<file path="src/sv/hbc_pkg.sv">
// Shared types, constants and codes for the histogram binning counter.
package hbc_pkg;

  // Capacity and counter width
  localparam int unsigned MAX_BINS = 64;
  localparam int unsigned COUNT_W  = 20;
  localparam int unsigned BIN_W    = $clog2(MAX_BINS);

  // Field widths fixed by the interface
  localparam int unsigned DATA_W    = 32;
  localparam int unsigned OUT_BIN_W = 6;
  localparam int unsigned BCNT_W    = 7;
  localparam int unsigned CFG_AW    = 2;

  // Operation codes
  typedef enum logic [1:0] {
    FUNC_CLEAR = 2'd0,
    FUNC_ADD   = 2'd1,
    FUNC_READ  = 2'd2
  } func_e;

  // Configuration register indexes
  typedef enum logic [CFG_AW-1:0] {
    REG_MIN_VALUE = 2'd0,
    REG_BIN_SCALE = 2'd1,
    REG_BIN_COUNT = 2'd2
  } reg_e;

  // Controller states
  typedef enum logic [2:0] {
    ST_IDLE,
    ST_MUL,
    ST_IDX,
    ST_RD,
    ST_WB
  } state_e;

  // Input word
  typedef struct packed {
    logic [1:0]               func;
    logic signed [DATA_W-1:0] sample;
    logic [OUT_BIN_W-1:0]     read_index;
  } in_t;

  // Output word
  typedef struct packed {
    logic [OUT_BIN_W-1:0] bin;
    logic [COUNT_W-1:0]   count;
    logic [COUNT_W-1:0]   peak_count;
  } out_t;

  // Controller to datapath commands
  typedef struct packed {
    logic load;
    logic mul;
    logic idx;
    logic rd;
    logic wb;
  } cmd_t;

  // Datapath to controller status
  typedef struct packed {
    logic out_busy;
  } stat_t;

endpackage

</file>
<file path="src/sv/histogram_binning_counter.sv">
// Top level of the fixed-range histogram engine.
//
//  channel | direction | handshake               | payload
//  --------+-----------+-------------------------+-----------------------------
//  in      | input     | in_valid_i / in_stall_o | in_word_i (func, sample, idx)
//  out     | output    | out_valid_o/out_stall_i | out_word_o (bin, count, peak)
//  cfg     | input     | cfg_we_i                | cfg_addr_i, cfg_wdata_i
//
// Each word goes through these steps: accept with subtract, 32x32 multiply,
// clamp/index, bin memory read, write-back; the controller runs them one word
// at a time and takes no new word before write-back. Next word is taken the
// cycle after write-back, while the result may still wait in the output
// register. Write-back holds only while the previous result is still stalled.
// Reset is asynchronous; bins read as zero after reset through per-bin
// valid bits, so there is no clearing pass.
module histogram_binning_counter (
  input  logic                       clk_i,
  input  logic                       rst_ni,
  input  logic                       cfg_we_i,
  input  logic [hbc_pkg::CFG_AW-1:0] cfg_addr_i,
  input  logic [hbc_pkg::DATA_W-1:0] cfg_wdata_i,
  input  logic                       in_valid_i,
  output logic                       in_stall_o,
  input  hbc_pkg::in_t               in_word_i,
  output logic                       out_valid_o,
  input  logic                       out_stall_i,
  output hbc_pkg::out_t              out_word_o
);
  import hbc_pkg::*;

  cmd_t  cmd;
  stat_t stat;

  // Sequencer
  hbc_ctrl u_ctrl (
    .clk_i      (clk_i),
    .rst_ni     (rst_ni),
    .in_valid_i (in_valid_i),
    .in_stall_o (in_stall_o),
    .stat_i     (stat),
    .cmd_o      (cmd)
  );

  // Datapath
  hbc_datapath u_dp (
    .clk_i       (clk_i),
    .rst_ni      (rst_ni),
    .cfg_we_i    (cfg_we_i),
    .cfg_addr_i  (cfg_addr_i),
    .cfg_wdata_i (cfg_wdata_i),
    .in_word_i   (in_word_i),
    .cmd_i       (cmd),
    .stat_o      (stat),
    .out_valid_o (out_valid_o),
    .out_stall_i (out_stall_i),
    .out_word_o  (out_word_o)
  );

endmodule

</file>
<file path="src/sv/hbc_ctrl.sv">
// Sequencing state machine for the histogram binning counter.
module hbc_ctrl (
  input  logic          clk_i,
  input  logic          rst_ni,
  input  logic          in_valid_i,
  output logic          in_stall_o,
  input  hbc_pkg::stat_t stat_i,
  output hbc_pkg::cmd_t  cmd_o
);
  import hbc_pkg::*;

  state_e state_q, state_d;

  // State register
  always_ff @(posedge clk_i or negedge rst_ni) begin
    if (!rst_ni) begin
      state_q <= ST_IDLE;
    end else begin
      state_q <= state_d;
    end
  end

  // Next state
  always_comb begin
    state_d = state_q;
    case (state_q)
      ST_IDLE: begin
        if (in_valid_i) state_d = ST_MUL;
      end
      ST_MUL:  state_d = ST_IDX;
      ST_IDX:  state_d = ST_RD;
      ST_RD:   state_d = ST_WB;
      ST_WB: begin
        if (!stat_i.out_busy) state_d = ST_IDLE;
      end
      default: state_d = ST_IDLE;
    endcase
  end

  // Outputs
  always_comb begin
    cmd_o      = '0;
    in_stall_o = 1'b1;
    case (state_q)
      ST_IDLE: begin
        in_stall_o = 1'b0;
        cmd_o.load = in_valid_i;
      end
      ST_MUL:  cmd_o.mul = 1'b1;
      ST_IDX:  cmd_o.idx = 1'b1;
      ST_RD:   cmd_o.rd  = 1'b1;
      ST_WB:   cmd_o.wb  = !stat_i.out_busy;
      default: cmd_o     = '0;
    endcase
  end

  // Checks
  a_load_to_mul: assert property (@(posedge clk_i) disable iff (!rst_ni)
    cmd_o.load |=> state_q == ST_MUL)
    else $error("accepted word did not start the multiply step");
  a_wb_to_idle: assert property (@(posedge clk_i) disable iff (!rst_ni)
    cmd_o.wb |=> state_q == ST_IDLE)
    else $error("write-back did not return to idle");
  a_rd_to_wb: assert property (@(posedge clk_i) disable iff (!rst_ni)
    cmd_o.rd |=> state_q == ST_WB)
    else $error("memory read not followed by write-back");

endmodule

</file>
<file path="src/sv/hbc_datapath.sv">
// Index arithmetic, bin memory, peak tracking and output register.
module hbc_datapath (
  input  logic                          clk_i,
  input  logic                          rst_ni,
  input  logic                          cfg_we_i,
  input  logic [hbc_pkg::CFG_AW-1:0]    cfg_addr_i,
  input  logic [hbc_pkg::DATA_W-1:0]    cfg_wdata_i,
  input  hbc_pkg::in_t                  in_word_i,
  input  hbc_pkg::cmd_t                 cmd_i,
  output hbc_pkg::stat_t                stat_o,
  output logic                          out_valid_o,
  input  logic                          out_stall_i,
  output hbc_pkg::out_t                 out_word_o
);
  import hbc_pkg::*;

  // Configuration registers
  logic signed [DATA_W-1:0] min_value_q;
  logic [DATA_W-1:0]        bin_scale_q;
  logic [BCNT_W-1:0]        bin_count_q;

  // Item pipeline registers
  logic [1:0]             func_q;
  logic [OUT_BIN_W-1:0]   read_idx_q;
  logic signed [DATA_W:0] diff_q;
  logic [2*DATA_W-1:0]    prod_q;
  logic                   pos_q;
  logic [BIN_W-1:0]       bin_q;
  logic                   rd_ok_q;

  // Bin memory, valid bits and read data
  logic [COUNT_W-1:0] bin_mem_q [MAX_BINS];
  logic [MAX_BINS-1:0] vld_q;
  logic [COUNT_W-1:0] mem_rd_q;
  logic               vld_rd_q;

  // Peak and output
  logic [COUNT_W-1:0] peak_q;
  logic               out_valid_q;
  out_t               out_q;

  // Combinational helpers
  logic [DATA_W-1:0]  bc32;
  logic [DATA_W-1:0]  top32;
  logic [DATA_W-1:0]  hi32;
  logic [BIN_W-1:0]   add_bin;
  logic [BIN_W-1:0]   idx_bin;
  logic [DATA_W-1:0]  bin32;
  logic [COUNT_W-1:0] cur_cnt;
  logic [COUNT_W-1:0] inc_cnt;
  logic               is_add;

  // Configuration writes
  always_ff @(posedge clk_i or negedge rst_ni) begin
    if (!rst_ni) begin
      min_value_q <= '0;
      bin_scale_q <= 32'd65536;
      bin_count_q <= BCNT_W'(MAX_BINS);
    end else if (cfg_we_i) begin
      case (cfg_addr_i)
        REG_MIN_VALUE: min_value_q <= cfg_wdata_i;
        REG_BIN_SCALE: bin_scale_q <= cfg_wdata_i;
        REG_BIN_COUNT: bin_count_q <= cfg_wdata_i[BCNT_W-1:0];
        default: ;
      endcase
    end
  end

  // Top bin in use, clamped to 1..MAX_BINS bins
  assign bc32 = DATA_W'(bin_count_q);
  always_comb begin
    if (bc32 == '0) begin
      top32 = '0;
    end else if (bc32 > DATA_W'(MAX_BINS)) begin
      top32 = DATA_W'(MAX_BINS - 1);
    end else begin
      top32 = bc32 - 1'b1;
    end
  end

  // Integer part of the product, clamped
  assign hi32    = prod_q[2*DATA_W-1:DATA_W];
  assign add_bin = !pos_q ? '0 :
                   (hi32 > top32) ? top32[BIN_W-1:0] : hi32[BIN_W-1:0];

  always_comb begin
    case (func_q)
      FUNC_ADD:  idx_bin = add_bin;
      FUNC_READ: idx_bin = read_idx_q[BIN_W-1:0];
      default:   idx_bin = '0;
    endcase
  end

  // Accept, multiply and index stages
  always_ff @(posedge clk_i) begin
    if (cmd_i.load) begin
      func_q     <= in_word_i.func;
      read_idx_q <= in_word_i.read_index;
      diff_q     <= (DATA_W+1)'(in_word_i.sample) - (DATA_W+1)'(min_value_q);
    end
    if (cmd_i.mul) begin
      prod_q <= (2*DATA_W)'(diff_q[DATA_W-1:0]) * (2*DATA_W)'(bin_scale_q);
      pos_q  <= !diff_q[DATA_W] && (diff_q != '0);
    end
    if (cmd_i.idx) begin
      bin_q   <= idx_bin;
      rd_ok_q <= DATA_W'(read_idx_q) < DATA_W'(MAX_BINS);
    end
  end

  assign is_add  = (func_q == FUNC_ADD);
  assign cur_cnt = vld_rd_q ? mem_rd_q : '0;
  assign inc_cnt = (cur_cnt == '1) ? cur_cnt : cur_cnt + 1'b1;

  // Bin memory: registered read, write on write-back
  always_ff @(posedge clk_i) begin
    if (cmd_i.rd) begin
      mem_rd_q <= bin_mem_q[bin_q];
    end
    if (cmd_i.wb && is_add) begin
      bin_mem_q[bin_q] <= inc_cnt;
    end
  end

  // Valid bits: clear drops all, add marks its bin
  always_ff @(posedge clk_i or negedge rst_ni) begin
    if (!rst_ni) begin
      vld_q    <= '0;
      vld_rd_q <= 1'b0;
    end else begin
      if (cmd_i.rd) vld_rd_q <= vld_q[bin_q];
      if (cmd_i.wb && func_q == FUNC_CLEAR) begin
        vld_q <= '0;
      end else if (cmd_i.wb && is_add) begin
        vld_q[bin_q] <= 1'b1;
      end
    end
  end

  // Peak tracking
  always_ff @(posedge clk_i or negedge rst_ni) begin
    if (!rst_ni) begin
      peak_q <= '0;
    end else if (cmd_i.wb) begin
      if (func_q == FUNC_CLEAR) begin
        peak_q <= '0;
      end else if (is_add && inc_cnt > peak_q) begin
        peak_q <= inc_cnt;
      end
    end
  end

  // Output word register
  assign bin32 = DATA_W'(bin_q);
  always_ff @(posedge clk_i or negedge rst_ni) begin
    if (!rst_ni) begin
      out_valid_q <= 1'b0;
    end else if (cmd_i.wb) begin
      out_valid_q <= 1'b1;
    end else if (!out_stall_i) begin
      out_valid_q <= 1'b0;
    end
  end

  always_ff @(posedge clk_i) begin
    if (cmd_i.wb) begin
      case (func_q)
        FUNC_ADD: begin
          out_q.bin        <= bin32[OUT_BIN_W-1:0];
          out_q.count      <= inc_cnt;
          out_q.peak_count <= (inc_cnt > peak_q) ? inc_cnt : peak_q;
        end
        FUNC_READ: begin
          out_q.bin        <= read_idx_q;
          out_q.count      <= rd_ok_q ? cur_cnt : '0;
          out_q.peak_count <= peak_q;
        end
        FUNC_CLEAR: begin
          out_q.bin        <= '0;
          out_q.count      <= '0;
          out_q.peak_count <= '0;
        end
        default: begin
          out_q.bin        <= '0;
          out_q.count      <= '0;
          out_q.peak_count <= peak_q;
        end
      endcase
    end
  end

  assign stat_o.out_busy = out_valid_q && out_stall_i;
  assign out_valid_o     = out_valid_q;
  assign out_word_o      = out_q;

  // Checks
  a_peak_covers_count: assert property (@(posedge clk_i) disable iff (!rst_ni)
    out_valid_q |-> out_q.peak_count >= out_q.count)
    else $error("returned count exceeds peak");
  a_clear_drops_valid: assert property (@(posedge clk_i) disable iff (!rst_ni)
    (cmd_i.wb && func_q == FUNC_CLEAR) |=> (vld_q == '0 && peak_q == '0))
    else $error("clear left a bin or the peak set");
  a_add_marks_bin: assert property (@(posedge clk_i) disable iff (!rst_ni)
    (cmd_i.wb && is_add) |=> vld_q[$past(bin_q)])
    else $error("added bin not marked valid");

endmodule
</file>
<file path="config.mk">
export PLATFORM = sky130hd
export DESIGN_NAME = histogram_binning_counter
export DESIGN_NICKNAME = d
export VERILOG_FILES = /design/src/sv/hbc_pkg.sv /design/src/sv/histogram_binning_counter.sv /design/src/sv/hbc_ctrl.sv /design/src/sv/hbc_datapath.sv
export SDC_FILE = /design/constraint.sdc
export NUM_CORES = 2
export LEC_CHECK = 0
export ABC_AREA = 1
export BUFFER_PORTS_ARGS = -buffer_cell sky130_fd_sc_hd__buf_2
export CAP_MARGIN = 20
export CORE_UTILIZATION = 50
export DETAILED_ROUTE_END_ITERATION = 16
export GPL_TIMING_DRIVEN = 0
export PLACE_DENSITY_LB_ADDON = 0.12
export SLEW_MARGIN = 30
export SYNTH_ARGS = -nofsm -noshare
export SYNTH_HDL_FRONTEND = slang
export SYNTH_SLANG_ARGS = --single-unit
</file>
<file path="constraint.sdc">
create_clock -name clk_i -period 16 [get_ports clk_i]
set_clock_uncertainty 0.1 [all_clocks]
set_input_delay 3.2 -clock clk_i [delete_from_list [all_inputs] [get_ports clk_i]]
set_output_delay 3.2 -clock clk_i [all_outputs]
set_load 0.05 [all_outputs]
</file>
Yosys cells after proc, flatten, opt, wreduce, memory -nomap -nowiden
Memory sizes are Yosys's and may differ from the RTL's. A register that Yosys moved wholly into a read port is not among the register bits.
Cells that the tools add are included.
Operators by class
  add/subtract/negate cells: 3
  $mul: 1
  order comparisons: 5
  equality and inequality tests: 12
  mux-type cells: 30
  bitwise operators: 1
  reduce and logical (&&, ||, !) cells: 20
Operators with widths (count)
  $pmux 46 s3: 1
  $mux 64: 2
  $mux 20: 5
  $mul 32x32->64: 1
  $mux 32: 2
  $or 64x64->64: 1
  $reduce_bool 33->1: 1
  $sub 32x32->33: 1
  $gt 32x32->1: 1
  $logic_not 32->1: 1
  $add 20x1->20 const B: 1
  $eq 20x20->1 const B: 1
  $gt 20x20->1: 1
  $pmux 3 s5: 1
  $mux 1: 12
  $mux 6: 2
  $pmux 6 s2: 1
  $reduce_and 2->1: 5
  $sub 7x1->8 const B: 1
  $gt 7x7->1 const B: 1
  $lt 6x7->1 const B: 1
  $bmux 1 s6: 1
  $demux 1 s6: 1
  $eq 3x2->1 const B: 2
  13 further kinds: 25
Storage, ports and cells
  flip-flop bits (word level): 318
  RAM bits: 1280
  bits of input ports: 79
  output and inout bits: 48
  logic and storage cells: 90
  memories: 1
Memories
  u_dp.bin_mem_q: depth 64, bits a word 20, read ports 1, clocked after memory_dff 1, write ports 1, RTL line hbc_datapath.sv:32  | logic [COUNT_W-1:0] bin_mem_q [MAX_BINS];

Logic depth before layout (Yosys ltp)
  word-level depth: 7
  gate-level depth with buffers: 33
  depth with buffers taken out: 31

Hierarchy
From an unflattened synthesis, not the netlist that was laid out.
Second synthesis, totals
  cell total of the unflattened synthesis: 9660
  area, all modules: 98388.1 µm²
Modules (own cells, without submodules)
  hbc_datapath: times used 1, cells each 9638, area each 98216.7 µm², seq. area each 46752.3 µm²
  hbc_ctrl: times used 1, cells each 22, area each 171.4 µm², seq. area each 75.1 µm²

Worst setup path after synthesis
No wires, ideal clock.
  path type: input port to flip-flop
  from: input port out_stall_i
  to: memory u_dp.bin_mem_q[56][0], enable pin
  library setup time: 0.398 ns
  arrival time: 6.229 ns
  required time: 15.502 ns
  slack: 9.273 ns
  stages: 9
  path buffers: 0
  cell sequence: nand2_1 inv_1 nor2_2 inv_2 nor2_4 inv_2 nor4_2 inv_1 nor2_1
RTL lines
  from (decl): RTL line histogram_binning_counter.sv:26  | input logic out_stall_i,
  to (decl): RTL line hbc_datapath.sv:32

Worst setup path after layout
  from: register u_dp.bin_scale_q[7]
  to: register u_dp.prod_q[53], data pin
Between the ends
  longest elaborated chain between the ends: 1
Ends and longest elaborated chain
  from (decl): RTL line hbc_datapath.sv:19  | logic [DATA_W-1:0] bin_scale_q;
  from (signal assigned): RTL line hbc_datapath.sv:62  | REG_BIN_SCALE: bin_scale_q <= cfg_wdata_i;
  $mul 32x32->64: RTL line hbc_datapath.sv:102  | prod_q <= (2*DATA_W)'(diff_q[DATA_W-1:0]) * (2*DATA_W)'(bin_scale_q);
  to (signal assigned): RTL line hbc_datapath.sv:102
  to (decl): RTL line hbc_datapath.sv:26  | logic [2*DATA_W-1:0] prod_q;
Every way passes these cells.
A chain may end at the register's enable or synchronous reset.

==> qor.yml <==
worst_setup_path:
  startpoint_type: "flop"
  path_class: "reg2reg"
  critPathRequiredTime_ns: 16.49
  worstPathArrival_ns: 10.33
  end_kind: "flop"
  critPathMaxFanout: 10
cts:
  path_clk_slew_ns: 0.06
  cts_tree: "yes"
  cts_buffer_depth: 3
  clock_latency_ns: 0.87
  clock-sinks: 1586
  h-tree-depth: 4
  clockRootBuffer: "clkbuf_16"
  post_cts_buffers: 0
  postCtsResizedCells: 0
  postCtsHoldBufs: 0
  numCtsBuffers: 166
yosys:
  synth-seq-area-share_pct: 47.5
  mappedNetlistArea_um2: 98500
  async_reset_ff_share_pct: 10.1
  synth_flop_cell: "edfxtp_1"
  ys_types: 56
  synth_seq_cells: 1586
  synth_area_leader_cell: "edfxtp_1"
  netlist_top_cells_area: "edfxtp_1, fa_1, nand2_1"
  synth_top_area_share_pct: 43.5
  ys_warn_count: 0
  synth_nets: 10900
  synth-edff-count: 1426
  synth_cells: 9567
  postSynthAreaPerCell_um2: 10.3
routing:
  via_per_inst: 6.02
  dr.first_iter.drc_count: 13200
  drtAntennaViolNets: 0
  post_drt_wl_per_cell_um: 33.2
  drc: 0
  drtPass1Iterations: 7
  num_vias: 76800
  finalWirelength_um: 423000
outcome:
  status: "complete, no violations"
layout:
  finalCoreUtilization_pct: 57.1
  final_cells: 12800
  fillers: 17100
  final_common_cell: "nand2_1"
  seqCellArea_um2: 46800
  layout-drive-gt1-share_pct: 8.91
  fin_nets: 11300
  multi_input_area_um2: 43400
  syn_to_final_growth_pct: 13.2
  final_cell_mix: "nand2_1, inv_1, edfxtp_1, fa_1, ha_1"
run:
  drv_cap: 0
place:
  dpl.hpwl_um: 323000
  io_buffers: 126
  gp_congestion: 1.06
  dp.cells: 12400
  post-place-ws_ns: 6.76
floorplan:
  num_rows: 162
  design.core.area_um2: 195000
  die_h_um: 446
  start_util_pct: 50.4
  fp.dieW_um: 446
  dieArea_um2: 199000
  io_pins: 127
grt:
  use_met2_pct: 54.9
  global_route.usage.met3_pct: 18.8
  use_met1_pct: 63.0
  busiest_layer: "met1"
  grt_antenna_before_repair: 48
  grt_pass1_wl_um: 579000
  grt_max_degree: 69
  gr-total-overflow: 0
  grt_pass1_vias: 73200
  grt_use_total_pct: 42.9
timing:
  setup_viol: 0
  tightest_slew_ns: 1.20
  fin_tns_setup_ns: 0
  relSlewSlack_pct: 19.7
  hold_viol_final: 0
  fmax_mhz: 102
  fin_ws_ns: 6.16
  finalCriticalPeriod_ns: 9.84
  period_share_pct: 61.5
  rsz0062_at_grt: "no"
  drv_slew: 0
hold_path:
  hold_path_class: "reg2reg"
layer usage:
metal | wire, um | share of wire (%)
met5 | 770 | 0.18
met4 | 19700 | 4.7
met3 | 71700 | 17
met2 | 159000 | 38
met1 | 172000 | 41
state kept, by name, indices dropped and copies added, names as in the netlist, 20 cells and up:
name	flops
u_dp.bin_mem_q	1280
u_dp.bin_scale_q	32
u_dp.diff_q	33
u_dp.mem_rd_q	20
u_dp.min_value_q	32
u_dp.out_word_o	46
u_dp.peak_q	20
u_dp.prod_q	32
u_dp.vld_q	64
final timing paths:
| check | start | end | slack (ns) | depth (start not counted) |
|---|---|---|---|---|
| max | u_dp.bin_scale_q[7]$_DFFE_PN0P_ | u_dp.prod_q[53]$_DFFE_PP_ | 6.16 | 26 |
| min | u_dp.min_value_q[8]$_DFFE_PN0P_ | u_dp.min_value_q[8]$_DFFE_PN0P_ | 0.38 | 2 |
| max in group asynchronous | rst_ni | u_dp.peak_q[14]$_DFFE_PN0P_ | 12.47 | 3 |
| min reg2reg | u_dp.min_value_q[8]$_DFFE_PN0P_ | u_dp.min_value_q[8]$_DFFE_PN0P_ | 0.38 | 2 |
| max reg2reg | u_dp.bin_scale_q[7]$_DFFE_PN0P_ | u_dp.prod_q[53]$_DFFE_PP_ | 6.16 | 26 |
| min in group asynchronous | rst_ni | u_dp.min_value_q[31]$_DFFE_PN0P_ | 2.17 | 1 |
synthesized netlist by cell type, types with 162 or more instances:
cell type,count
nand2_1,2578
a21oi_1,187
fa_1,896
o21ai_0,212
nand3_1,166
a22oi_1,184
nand4_1,162
edfxtp_1,1426
ha_1,351
nor2_1,388
inv_1,1851
clkbuf_1,338
per-stage QoR:
stage	hold slack (ns)	area, um2
floorplan	0.353	98500
global placement	0.368	102000
detailed placement	0.373	106000
CTS	0.387	111000
global route	0.402	111000
finish	0.384	111000
cell families (layout without fill, tap and decap cells):
| family | after synthesis | in the layout | share of synthesized area, % |
|---|---|---|---|
| AND/OR/NAND/NOR | 3441 | 3441 | 14.2 |
| adder cells (fa/ha/maj) | 1247 | 1247 | 22.7 |
| flip-flops | 1586 | 1586 | 47.5 |
| other | 0 | 22 | 0 |
| XOR/XNOR | 50 | 50 | 0.445 |
| buffers and inverters | 2333 | 2875 | 9.08 |
| AO/OA/AOI/OAI | 910 | 910 | 6.05 |
final cells by class:
cell class,count,share of cell area (%)
diodes,22,0.0494
plain buffers,458,1.89
clock buffers,218,3.96
clock inverters,89,0.966
inverters,1875,6.32
multi-input cells,5648,38.9
flip-flops and latches,1586,42.0
well taps,2624,2.94
repair buffers,235,2.98
critical path, cell delays in order (launching register included):
cell	delay, ns
dfrtp_1	0.32
clkbuf_1	0.69
clkbuf_1	0.83
nand2_1	0.16
inv_1	0.11
fa_1	0.44
fa_1	0.49
fa_1	0.51
inv_1	0.05
fa_1	0.48
inv_1	0.06
fa_1	0.48
fa_1	0.59
fa_1	0.52
inv_1	0.05
fa_1	0.48
inv_1	0.04
ha_1	0.33
nand2_1	0.21
inv_1	0.06
a21oi_1	0.46
a21boi_1	0.83
o211ai_1	0.59
nand2_1	0.37
nand3_1	0.12
nand2_1	0.07
nand2_1	0.10
Power is not shown: default switching activity piles up to over one toggle a cycle in this logic, so the estimate is an artifact.
